$ cat config.mk
export PLATFORM = sky130hd
export DESIGN_NAME = bba_word_find
export DESIGN_NICKNAME = d
export VERILOG_FILES = /design/src/design/bba_word_find.sv
export SDC_FILE = /design/constraint.sdc
export NUM_CORES = 1
export LEC_CHECK = 0
export ABC_AREA = 1
export BUFFER_PORTS_ARGS = -buffer_cell sky130_fd_sc_hd__buf_4
export CORE_MARGIN = 5
export CORE_UTILIZATION = 49
export DETAILED_ROUTE_END_ITERATION = 10
export PLACE_DENSITY = 0.85
export SETUP_SLACK_MARGIN = 0.1
export SYNTH_ARGS = -nofsm -noshare
export SYNTH_HDL_FRONTEND = slang
export SYNTH_SLANG_ARGS = --single-unit
export TNS_END_PERCENT = 1
$ cat constraint.sdc
create_clock -name vclk -period 3.5
set_clock_uncertainty 0.15 [all_clocks]
set_input_delay 0.7 -clock vclk [all_inputs]
set_output_delay 0.7 -clock vclk [all_outputs]
set_load 0.005 [all_outputs]
$ cat src/design/bba_word_find.sv
// ---------------------------------------------------------------------------
// bba_word_find
// first free bit of one bitmap word inside a window [lo, hi)
// ---------------------------------------------------------------------------
module bba_word_find #(
    parameter int WORD_BITS = 32,
    parameter int SW        = 5,
    parameter int CW        = 6
) (
    input  logic [WORD_BITS-1:0] i_word,
    input  logic [CW-1:0]        i_lo,
    input  logic [CW-1:0]        i_hi,
    output logic                 o_found,
    output logic [SW-1:0]        o_idx,
    output logic [WORD_BITS-1:0] o_onehot
);

    logic [WORD_BITS-1:0] lo_m;
    logic [WORD_BITS-1:0] hi_m;
    logic [WORD_BITS-1:0] cand;

    always_comb begin
        lo_m = (32'(i_lo) >= WORD_BITS) ? '0 : ({WORD_BITS{1'b1}} << i_lo);
        hi_m = (32'(i_hi) >= WORD_BITS) ? '1 : ~({WORD_BITS{1'b1}} << i_hi);
        cand = ~i_word & lo_m & hi_m;
    end

    // lowest set candidate wins
    always_comb begin
        o_found = 1'b0;
        o_idx   = '0;
        for (int i = WORD_BITS - 1; i >= 0; i--) begin
            if (cand[i]) begin
                o_found = 1'b1;
                o_idx   = SW'(i);
            end
        end
    end

    assign o_onehot = {{(WORD_BITS-1){1'b0}}, 1'b1} << o_idx;

endmodule

==> results_dict.tcl, run 1 <==
set metrics [dict create \
    synth.distinct_cells 41 \
    lastStage "global routing (5_1_grt)" \
    placement.io_buffers 82 \
    synth_top_family_by_area "simple AND/OR/NAND/NOR gates" \
    yosys_warnings 0 \
    synth.avg_cell_area_um2 5.40 \
    num_io_pins 82 \
    yosys.area_share.adder 0 \
    synth_area_um2 1640 \
    yosysSeqAreaShare 0 \
    gp_congestion 1.04 \
    initial_core_util 0.498 \
    synth_compound_area_frac 0.159 \
    grt_start_max_net_pins 17 \
    status "aborted with a tool error" \
    worst-ep-kind "output port" \
    hold_buffers 0 \
    netlist_instances 303 \
    placed_cell_area_um2 2860 \
    dp_hpwl_um 6410 \
    synthMuxAreaShare 0 \
    synth-simple-area-share 0.687 \
    grt_worst_setup_endpoint "o_onehot[23]" \
    syn_nets 347 \
    synth_xor_area_frac 0 \
    die_h_um 67.8 \
    rows 21 \
    stop_error "[ERROR DPL-0038] Utilization greater than 100%, impossible to legalize" \
    die_w_um 67.8 \
    dp_slack_ns -0.461 \
]
-- repair_timing --
action	4_1_cts
gates resized for setup	46
endpoints found under the setup margin	37
pin swaps	28
setup buffers	12
-- cell families after synthesis --
logic type             Yosys count
AO/OA/AOI/OAI                   35
buffers and inverters           57
AND/OR/NAND/NOR                211
-- cell usage after synthesis, drive strengths merged --
cell type | count | share of area
a21oi | 10 | 0.033
nand2 | 74 | 0.19
o221ai | 2 | 0.015
a2111oi | 3 | 0.021
buf | 8 | 0.038
a31oi | 3 | 0.011
o2111ai | 1 | 0.0054
nor3 | 28 | 0.13
o21ai | 10 | 0.047
nor3b | 1 | 0.0046
nand4 | 11 | 0.064
and3 | 1 | 0.0038
nand3 | 6 | 0.034
nor4 | 7 | 0.031
a22oi | 1 | 0.0046
o21bai | 2 | 0.0092
o21a | 3 | 0.014
nand3b | 4 | 0.018
inv | 49 | 0.12
nor2 | 79 | 0.21
-- stage by stage --
| stage | hold WS, ns | cells | util | TNS [ns] |
|---|---|---|---|---|
| after floorplan | 1.54 | 303 | - | 0 |
| after global placement | 1.92 | 493 | 0.870 | -9.10 |
| after detailed placement | 1.96 | 493 | 0.870 | -11.97 |
| after CTS | 1.95 | 505 | 0.955 | -10.15 |
==> run 2, diff against run 1 <==
--- a/config.mk
+++ b/config.mk
@@ -8,10 +8,9 @@
 export ABC_AREA = 1
 export BUFFER_PORTS_ARGS = -buffer_cell sky130_fd_sc_hd__buf_4
 export CORE_MARGIN = 5
-export CORE_UTILIZATION = 49
+export CORE_UTILIZATION = 35
 export DETAILED_ROUTE_END_ITERATION = 10
-export PLACE_DENSITY = 0.85
-export SETUP_SLACK_MARGIN = 0.1
+export PLACE_DENSITY_LB_ADDON = 0.15
 export SYNTH_ARGS = -nofsm -noshare
 export SYNTH_HDL_FRONTEND = slang
 export SYNTH_SLANG_ARGS = --single-unit
==> run 2 against run 1 <==
The flow now finishes, with violations (setup timing). Synthesized cell count unchanged. Area after synthesis unchanged.
==> results_dict.tcl, run 2 <==
set metrics [dict create \
    initial_core_util 0.368 \
    dr.pass1.iters 4 \
    cp.arrival_ns 2.99 \
    final_max_slew_viol_count 0 \
    violations "setup timing" \
    nFlopsAndLatches 0 \
    final_cell_mix "buf_4 (156), nor2_1 (64), nand2_1 (61)" \
    yosys.area_share.adder 0 \
    n_fill_cell 394 \
    final_hold_viol_count 0 \
    synth_area_um2 1640 \
    dp_slack_ns -0.364 \
    seqCellArea_um2 0 \
    p_leak_nw 1.59 \
    grt_start_max_net_pins 18 \
    fin_crit_ns 3.84 \
    antenna_cells 0 \
    hold_buffers 0 \
    ys_top_cells_by_area "nor2_1 (16%), nand2_1 (15%), nor3_2 (9.2%), inv_1 (8.5%), nor3_1 (4.0%)" \
    synth.avg_cell_area_um2 5.40 \
    syn_nets 347 \
    synth-simple-area-share 0.687 \
    drive_above_1_share 0.544 \
    slew_headroom 0.725 \
    antenna_left 0 \
    clockPowerShare 0 \
    dpl.cell_count 507 \
    die_h_um 78.4 \
    grt_pass1_vias 2419 \
    grt_pass1_wl_um 11300 \
    vias 2572 \
    total_power_uw 600 \
    seqPwrFrac 0 \
    switching_power_uw 325 \
    worst_slew_pin_slew_ns 0.408 \
    wl_um 7250 \
    drt-vias-per-instance 5.04 \
    rows 24 \
    synth.distinct_cells 41 \
    area_growth_pct 88.4 \
    synth_xor_area_frac 0 \
    core-area_um2 4440 \
    layout_commonest_cell "buf_4" \
    synth_top_family_by_area "simple AND/OR/NAND/NOR gates" \
    min_path_type "in2out" \
    max-vdd-ir-drop_mv 0.118 \
    ys_top_cells_by_count "nor2_1 (71), nand2_1 (67), inv_1 (37)" \
    final_nets 504 \
    dp_hpwl_um 6080 \
    die-area_um2 6140 \
    cap_violations 0 \
    netSwitchingFraction 0.541 \
    worstPathRequired_ns 2.65 \
    drcViolationCount 0 \
    worst-setup-path-type "in2out" \
    max_freq_ghz 0.261 \
    critPathMaxFanout 5 \
    yosysTopAreaCell "nor2_1" \
    grt_use_total 0.221 \
    clockBufferCount 0 \
    placement.io_buffers 82 \
    setup_ws_ns -0.336 \
    combPwrFrac 1.000 \
    synthMuxAreaShare 0 \
    yosysSeqAreaShare 0 \
    num_io_pins 82 \
    intPower_uw 275 \
    initialDrtViolationCount 177 \
    post-synth-top-count-cell "nor2_1" \
    synth_top_area_share 0.163 \
    netlist_instances 303 \
    fin_hold_ws_ns 1.93 \
    yosys_warnings 0 \
    gp_congestion 1.07 \
    post_drt_wl_per_cell_um 14.2 \
    critPathLaunchType "primary input" \
    multiInputGateArea_um2 1560 \
    antenna_found_initial 0 \
    grt_setup_unrepaired "true" \
    finalNonFillerCells 510 \
    overflow 0 \
    cp-end-kind "output pin" \
    die_w_um 78.4 \
    p_per_area_nw_per_um2 195 \
    status "complete, but fails checks" \
    synth_compound_area_frac 0.159 \
    finalCritPeriodShare 1.10 \
    setup_viol 35 \
]
## run 2: cell counts after synthesis
No cell type changed its count.
## run 2: cell type report
cell class	count	share of cell area
Inverter	49	0.0629
Multi-Input combinational cell	246	0.505
Tap cell	52	0.0211
Timing Repair Buffer	163	0.411
## run 2: logic make-up after synthesis
kind of cell	after synthesis
buf+inv	57
simple gates	211
compound gates	35
## run 2: worst max-delay path, cell delays in order
cell and delay [ns]:
buf_4 0.15, buf_4 0.15, nor2_4 0.08, nor2_1 0.06
a22oi_1 0.20, nand3_1 0.16, nand2_1 0.10, nand2_1 0.05
nand2_1 0.06, nand2_1 0.05, nand2_1 0.05, nand2_1 0.06
nand2_1 0.07, nand2_1 0.05, nand2_1 0.06, nand2_1 0.06
nand2_1 0.05, nand2_1 0.04, nand2_1 0.05, nand2_1 0.06
nand2_2 0.08, nand2_4 0.07, nand2_8 0.11, nand4_4 0.13
nor3_2 0.14, buf_4 0.13
## run 2: power groups by stage
stage               clock [mW]  combinational [mW]  sequential, mW
CTS                          0               0.561               0
floorplan                    0               0.291               0
global route                 0               0.650               0
detailed placement           0               0.550               0
finish                       0               0.600               0
global placement             0               0.542               0
## run 2: routing by layer
| metal | track usage | vias to the layer above | part of all wire |
|---|---|---|---|
| met5 | 0 | - | 0 |
| met4 | 0.0420 | 0 | 0.021 |
| met3 | 0.0286 | 14 | 0.074 |
| met2 | 0.381 | 103 | 0.47 |
| met1 | 0.297 | 1157 | 0.43 |
| li1 | - | 1298 | - |
## run 2: per-stage QoR
stage           util  area, um^2  setup TNS, ns
2_1_floorplan      -        1640              0
3_3_place_gp   0.645        2870          -9.01
3_5_place_dp   0.645        2870         -10.38
4_1_cts        0.655        2910          -7.43
5_1_grt        0.694        3080         -17.37
6_report       0.694        3080          -9.41
## run 2: path summary, 6_finish.rpt
kind / startpoint / to / depth (start not counted)
setup / recovery: i_lo[1] / o_onehot[29] / 26
hold / removal: i_word[0] / o_onehot[0] / 8
## run 2: timing repair
item / 4_1_cts / 5_1_grt
setup endpoints to repair: 37 / 38
resized for setup: 14 / 38
buffers inserted: 0 / 3
pin swaps: 4 / 21
No activity file was read; power rests on OpenSTA's default activity.
