**src/design/bba_bitmap_mem.sv**
```systemverilog
// ---------------------------------------------------------------------------
// bba_bitmap_mem
// bitmap word store, one read and one write port, registered read,
// per-word valid bits so that unwritten words read as all free
// ---------------------------------------------------------------------------
module bba_bitmap_mem #(
    parameter int DEPTH     = 128,
    parameter int WORD_BITS = 32,
    parameter int AW        = 7
) (
    input  logic                 i_clk,
    input  logic                 i_rst_n,
    input  logic                 i_rd_en,
    input  logic [AW-1:0]        i_rd_addr,
    output logic [WORD_BITS-1:0] o_rd_data,
    input  logic                 i_wr_en,
    input  logic [AW-1:0]        i_wr_addr,
    input  logic [WORD_BITS-1:0] i_wr_data
);

    logic [WORD_BITS-1:0] r_mem [DEPTH];
    logic [DEPTH-1:0]     r_vld;
    logic [WORD_BITS-1:0] r_rd_data;
    logic                 r_rd_vld;

    always_ff @(posedge i_clk) begin
        if (i_wr_en) begin
            r_mem[i_wr_addr] <= i_wr_data;
        end
    end

    always_ff @(posedge i_clk) begin
        if (i_rd_en) begin
            r_rd_data <= r_mem[i_rd_addr];
        end
    end

    always_ff @(posedge i_clk) begin
        if (!i_rst_n) begin
            r_vld    <= '0;
            r_rd_vld <= 1'b0;
        end else begin
            if (i_wr_en) begin
                r_vld[i_wr_addr] <= 1'b1;
            end
            if (i_rd_en) begin
                r_rd_vld <= r_vld[i_rd_addr];
            end
        end
    end

    // never-written word means every block in it is free
    assign o_rd_data = r_rd_vld ? r_rd_data : '0;

endmodule

```
**config.mk**
```make
export PLATFORM = sky130hd
export DESIGN_NAME = bba_bitmap_mem
export DESIGN_NICKNAME = d
export VERILOG_FILES = /design/src/design/bba_bitmap_mem.sv
export SDC_FILE = /design/constraint.sdc
export NUM_CORES = 2
export LEC_CHECK = 0
export BUFFER_PORTS_ARGS = -buffer_cell sky130_fd_sc_hd__buf_2
export CAP_MARGIN = 20
export CORE_MARGIN = 4
export CORE_UTILIZATION = 46
export DETAILED_ROUTE_END_ITERATION = 12
export GPL_TIMING_DRIVEN = 1
export MAX_ROUTING_LAYER = met4
export SLEW_MARGIN = 25
export SYNTH_ARGS = -nofsm -noshare
export SYNTH_HDL_FRONTEND = slang
export SYNTH_SLANG_ARGS = --single-unit
export TNS_END_PERCENT = 100
```
**constraint.sdc**
```tcl
create_clock -name i_clk -period 5 [get_ports i_clk]
set_input_delay 0.5 -clock i_clk [delete_from_list [all_inputs] [get_ports i_clk]]
set_output_delay 0.5 -clock i_clk [all_outputs]
set_load 0.02 [all_outputs]
```
==> Implementation_results.wiki <==
{| class="wikitable"
! Metric !! Value
|-
| Kind of capture point of the worst setup path || output port
|-
| Number of buffers created by CTS || between 400 and 500
|-
| Critical-path cell with the highest stage delay || sky130_fd_sc_hd__dfxtp_1
|-
| Number of warnings reported in the yosys synthesis log || 0
|-
| Leak || around 57 nW
|-
| Total I/O pin count || 82
|-
| Die H || 600.6 µm
|-
| Outcome || finished, final reports clean
|-
| Worst stage delay on the critical path || 0.86 ns
|-
| Initial core utilization || 46.23%
|-
| Number of maximum-capacitance constraint violations || 0
|-
| Endpoints failing setup || 0
|-
| Cell depth of the worst flop-to-flop path || 5
|-
| Part of the power in combinational logic || 5.1%
|-
| Final critical-path share of the clock period || 67.06%
|-
| Achievable clock frequency || 298.2 MHz
|-
| Filler instances || about 26000
|-
| Part of the total power dissipated in sequential elements || 52.3%
|-
| Sequential fraction of the synthesis area || 78.34%
|-
| Placer Congestion || 0.8394
|-
| CTS sink count || 4257
|-
| Worst hold endpoint || r_mem[27][20]
|-
| Final Hold Fails || 0
|-
| Dpl hpwl || 252500 µm
|-
| Critical Path Start Type || flip-flop
|-
| Worst-case headroom to the max-slew limit || 27.92%
|-
| Total placed instance area || 170900 µm²
|-
| Number of levels the H-tree was split into || 5
|-
| Number of storage elements in the synthesis netlist || 4257
|-
| Family with the most delay on the worst path || flip-flops
|-
| Post-synthesis instance total || 6465
|-
| Commonest register cell after synthesis || sky130_fd_sc_hd__edfxtp_1
|-
| Post-synth cell types || 35
|-
| Setup slack of the worst register-to-register path || 2.06 ns
|-
| Final hold slack || approximately 0.046 ns
|-
| Number of pins with negative max-slew slack in the final report || 0
|-
| Clock network fraction of design power || a little over two fifths
|-
| Pin count of the biggest net entering global routing || 98
|-
| Library cell with the highest instance count after synthesis || sky130_fd_sc_hd__edfxtp_1
|-
| Synth top cells by count || sky130_fd_sc_hd__edfxtp_1, sky130_fd_sc_hd__mux4_2, sky130_fd_sc_hd__clkbuf_1
|-
| Setup repair after global routing missed its margin || no
|-
| Maximum VDD drop || 0.3139 mV
|-
| Switching fraction of total power || a little over a fifth
|-
| TritonCTS clock tree || done
|-
| Clock edge transition at the registers on the reported setup and hold paths || 0.06 ns
|-
| Number of antenna violations at the first check in global routing || 52
|-
| Total global routing track utilization || approximately 25%
|-
| Setup CP Type || reg -> out
|-
| Data arrival time of the worst path || 2.85 ns
|-
| Highest net fanout along the worst path || 28
|-
| Aggregate negative setup slack || 0 ns
|-
| Hold path startpoint || i_wr_data[20]
|-
| Crit Reg-Reg Endpoint || r_rd_data[17]
|-
| Path category of the worst min-delay check || in -> reg
|-
| Min Tclk post-route || about 3.4 ns
|-
| Proportion of netlist area held by the largest area contributor || 76.74%
|-
| Antenna Violating Nets Remaining || 0
|-
| Number of instances resized during post-cts repair || 0
|-
| Detail-routed net length per standard cell || 36.99 µm
|-
| Async SR Flop Fraction || 0%
|-
| Overall power || 75.21 mW
|-
| Slew of the pin with the lowest slew margin || ~1.1 ns
|-
| Clk_lat worst skew || 0.98 ns
|-
| Core Box Area || 349400 µm²
|-
| Ratio of cells with drive above 1 in the final layout || 35.10%
|-
| Power spent charging and discharging nets || 15.81 mW
|-
| DRT Pass-1 Iters || 6
|-
| Total wire length || 443300 µm
|-
| Count of buffers from port buffering || 81
|-
| Final non-filler cell area || between 150000 and 200000 µm²
|-
| Worst Hold Depth || 1
|-
| Cell at the root of the clock tree || sky130_fd_sc_hd__clkbuf_16
|-
| Setup clock skew after layout || approximately 0.047 ns
|-
| Wire length of the first global-routing pass || roughly 620000 µm
|-
| Placement Rows || 217
|-
| Synth-to-layout area growth || 14.54%
|-
| EDFF count, synth || 4128
|-
| Die area || 360700 µm²
|-
| Critical Path, Cell by Cell || buf_4 -> and2_1 -> buf_2
|-
| Power density relative to cell area || between 400 and 500 nW/µm²
|-
| RR Startpoint || r_mem[107][17]
|-
| Via-to-Cell Ratio || ~6.3
|-
| Global route overflow || 0
|-
| Via count of the first global-routing pass || ~76000
|-
| Post-CTS Setup Repair Bufs || 0
|-
| Syn Nets || ~6500
|-
| Violation count after the first detailed-routing iteration || 10990
|-
| Die boundary width || 600.6 µm
|-
| Number of buffers on the longest clock path || 4
|-
| Endpoint required time on the critical path || 4.50 ns
|-
| Cell internal power dissipation || between 50 and 60 mW
|-
| Post-synthesis cell type with the largest combined area || sky130_fd_sc_hd__edfxtp_1
|-
| Crit path buf inv count || 2
|-
| Mean post-synth cell area || 24.99 µm²
|-
| Total vias in the final route || 75800
|-
| Leading post-synthesis cells by cell area || sky130_fd_sc_hd__edfxtp_1, sky130_fd_sc_hd__mux4_2, sky130_fd_sc_hd__dfxtp_1
|-
| Synth Cell Area || approximately 160000 µm²
|-
| Drc violations || 0
|-
| Nets@finish || a little over 7000
|}
## registers in the layout, summed over array words and instances (netlist names)
register	count
r_vld	128
r_rd_data	32
r_mem	4096
r_rd_vld	1
## worst max-delay path by stage
| stage | start | to | cells after the start |
|---|---|---|---|
| final | r_rd_vld | o_rd_data[2] | 3 |
| after global routing | i_rd_addr[0] | r_rd_data[12] | 9 |
| after CTS | r_rd_vld | o_rd_data[2] | 3 |
| after detailed placement | i_rd_addr[0] | r_rd_data[18] | 9 |
| after global placement | i_rd_addr[0] | r_rd_data[15] | 9 |
| after floorplan | i_wr_addr[3] | r_mem[103][0] | 4 |
## power groups by stage
| stage | combinational, mW | clock [mW] | sequential (mW) |
|---|---|---|---|
| after CTS | 3.83 | 32.5 | 39.4 |
| after floorplan | 1.93 | 0 | 40.1 |
| after global placement | 3.77 | 0 | 40.1 |
| after global routing | 3.98 | 34.1 | 39.3 |
| after detailed placement | 3.82 | 0 | 40.1 |
| final | 3.82 | 32.0 | 39.4 |
## final cells by class
type	count	area, µm²	area share (%)
Antenna cell	37	92.59	0.05004
Timing Repair Buffer	454	4141	2.238
Tap cell	4599	5754	3.110
Sequential cell	4257	126500	68.39
Clock inverter	256	2795	1.511
Clock buffer	522	11160	6.033
Multi-Input combinational cell	1852	34520	18.65
Inverter	6	27.53	0.01488
## per-layer routing
layer	global-route usage, %	wire (µm)	up-vias
met4	6.688	12710	0
met2	38.19	212500	3804
met5	-	0	-
met3	4.103	39170	605
li1	-	-	29240
met1	35.86	178900	42150
## layout by cell type (no fill, tap or decap), types with 5 or more instances in the layout
cell                         netlist  routed
sky130_fd_sc_hd__and2_1           32      32
sky130_fd_sc_hd__buf_12            0      61
sky130_fd_sc_hd__buf_2            76      44
sky130_fd_sc_hd__buf_4             3     339
sky130_fd_sc_hd__bufinv_16         0      55
sky130_fd_sc_hd__clkbuf_1        198      83
sky130_fd_sc_hd__clkbuf_16         0     427
sky130_fd_sc_hd__clkbuf_8          0      12
sky130_fd_sc_hd__clkinv_1          0      88
sky130_fd_sc_hd__clkinv_2          0      82
sky130_fd_sc_hd__clkinv_8          0       5
sky130_fd_sc_hd__clkinvlp_4        0      13
sky130_fd_sc_hd__dfxtp_1         129     129
sky130_fd_sc_hd__diode_2           0      37
sky130_fd_sc_hd__edfxtp_1       4128    4128
sky130_fd_sc_hd__inv_16            0       6
sky130_fd_sc_hd__mux2_2            6       6
sky130_fd_sc_hd__mux4_2         1375    1375
sky130_fd_sc_hd__nand2_1         115     113
sky130_fd_sc_hd__nand3_1          12      11
sky130_fd_sc_hd__nand3b_1          5       5
sky130_fd_sc_hd__nand4_1           5       5
sky130_fd_sc_hd__nand4b_1          5       5
sky130_fd_sc_hd__nor2_1          135       7
sky130_fd_sc_hd__nor2_4            0     128
sky130_fd_sc_hd__nor2b_1           5       5
sky130_fd_sc_hd__o21a_1          128     128
## cell families (layout without fill, tap and decap cells)
kind of cell,Yosys count,count (layout),synth area share [%]
flops,4257,4257,78.34
mux,1384,1384,19.23
buf+inv,356,1238,0.8977
simple gates,327,327,0.8838
compound gates,141,141,0.6514
other cells,0,37,0
## metrics by stage
step           util, %  cells  setup slack (ns)
6_report         52.95  11980             1.647
5_1_grt          52.94  11960             1.684
4_1_cts          52.91  11940             1.581
3_5_place_dp     48.92  11170            0.6711
3_3_place_gp     48.91  11170            0.6463
2_1_floorplan        -   6465             1.659
## timing repair
item                                   4_1_cts  5_1_grt
setup endpoints to repair                    0        0
hold buffers                                 0        1
endpoints found under the hold margin        0       17
Power figures use the tool's default switching activity.
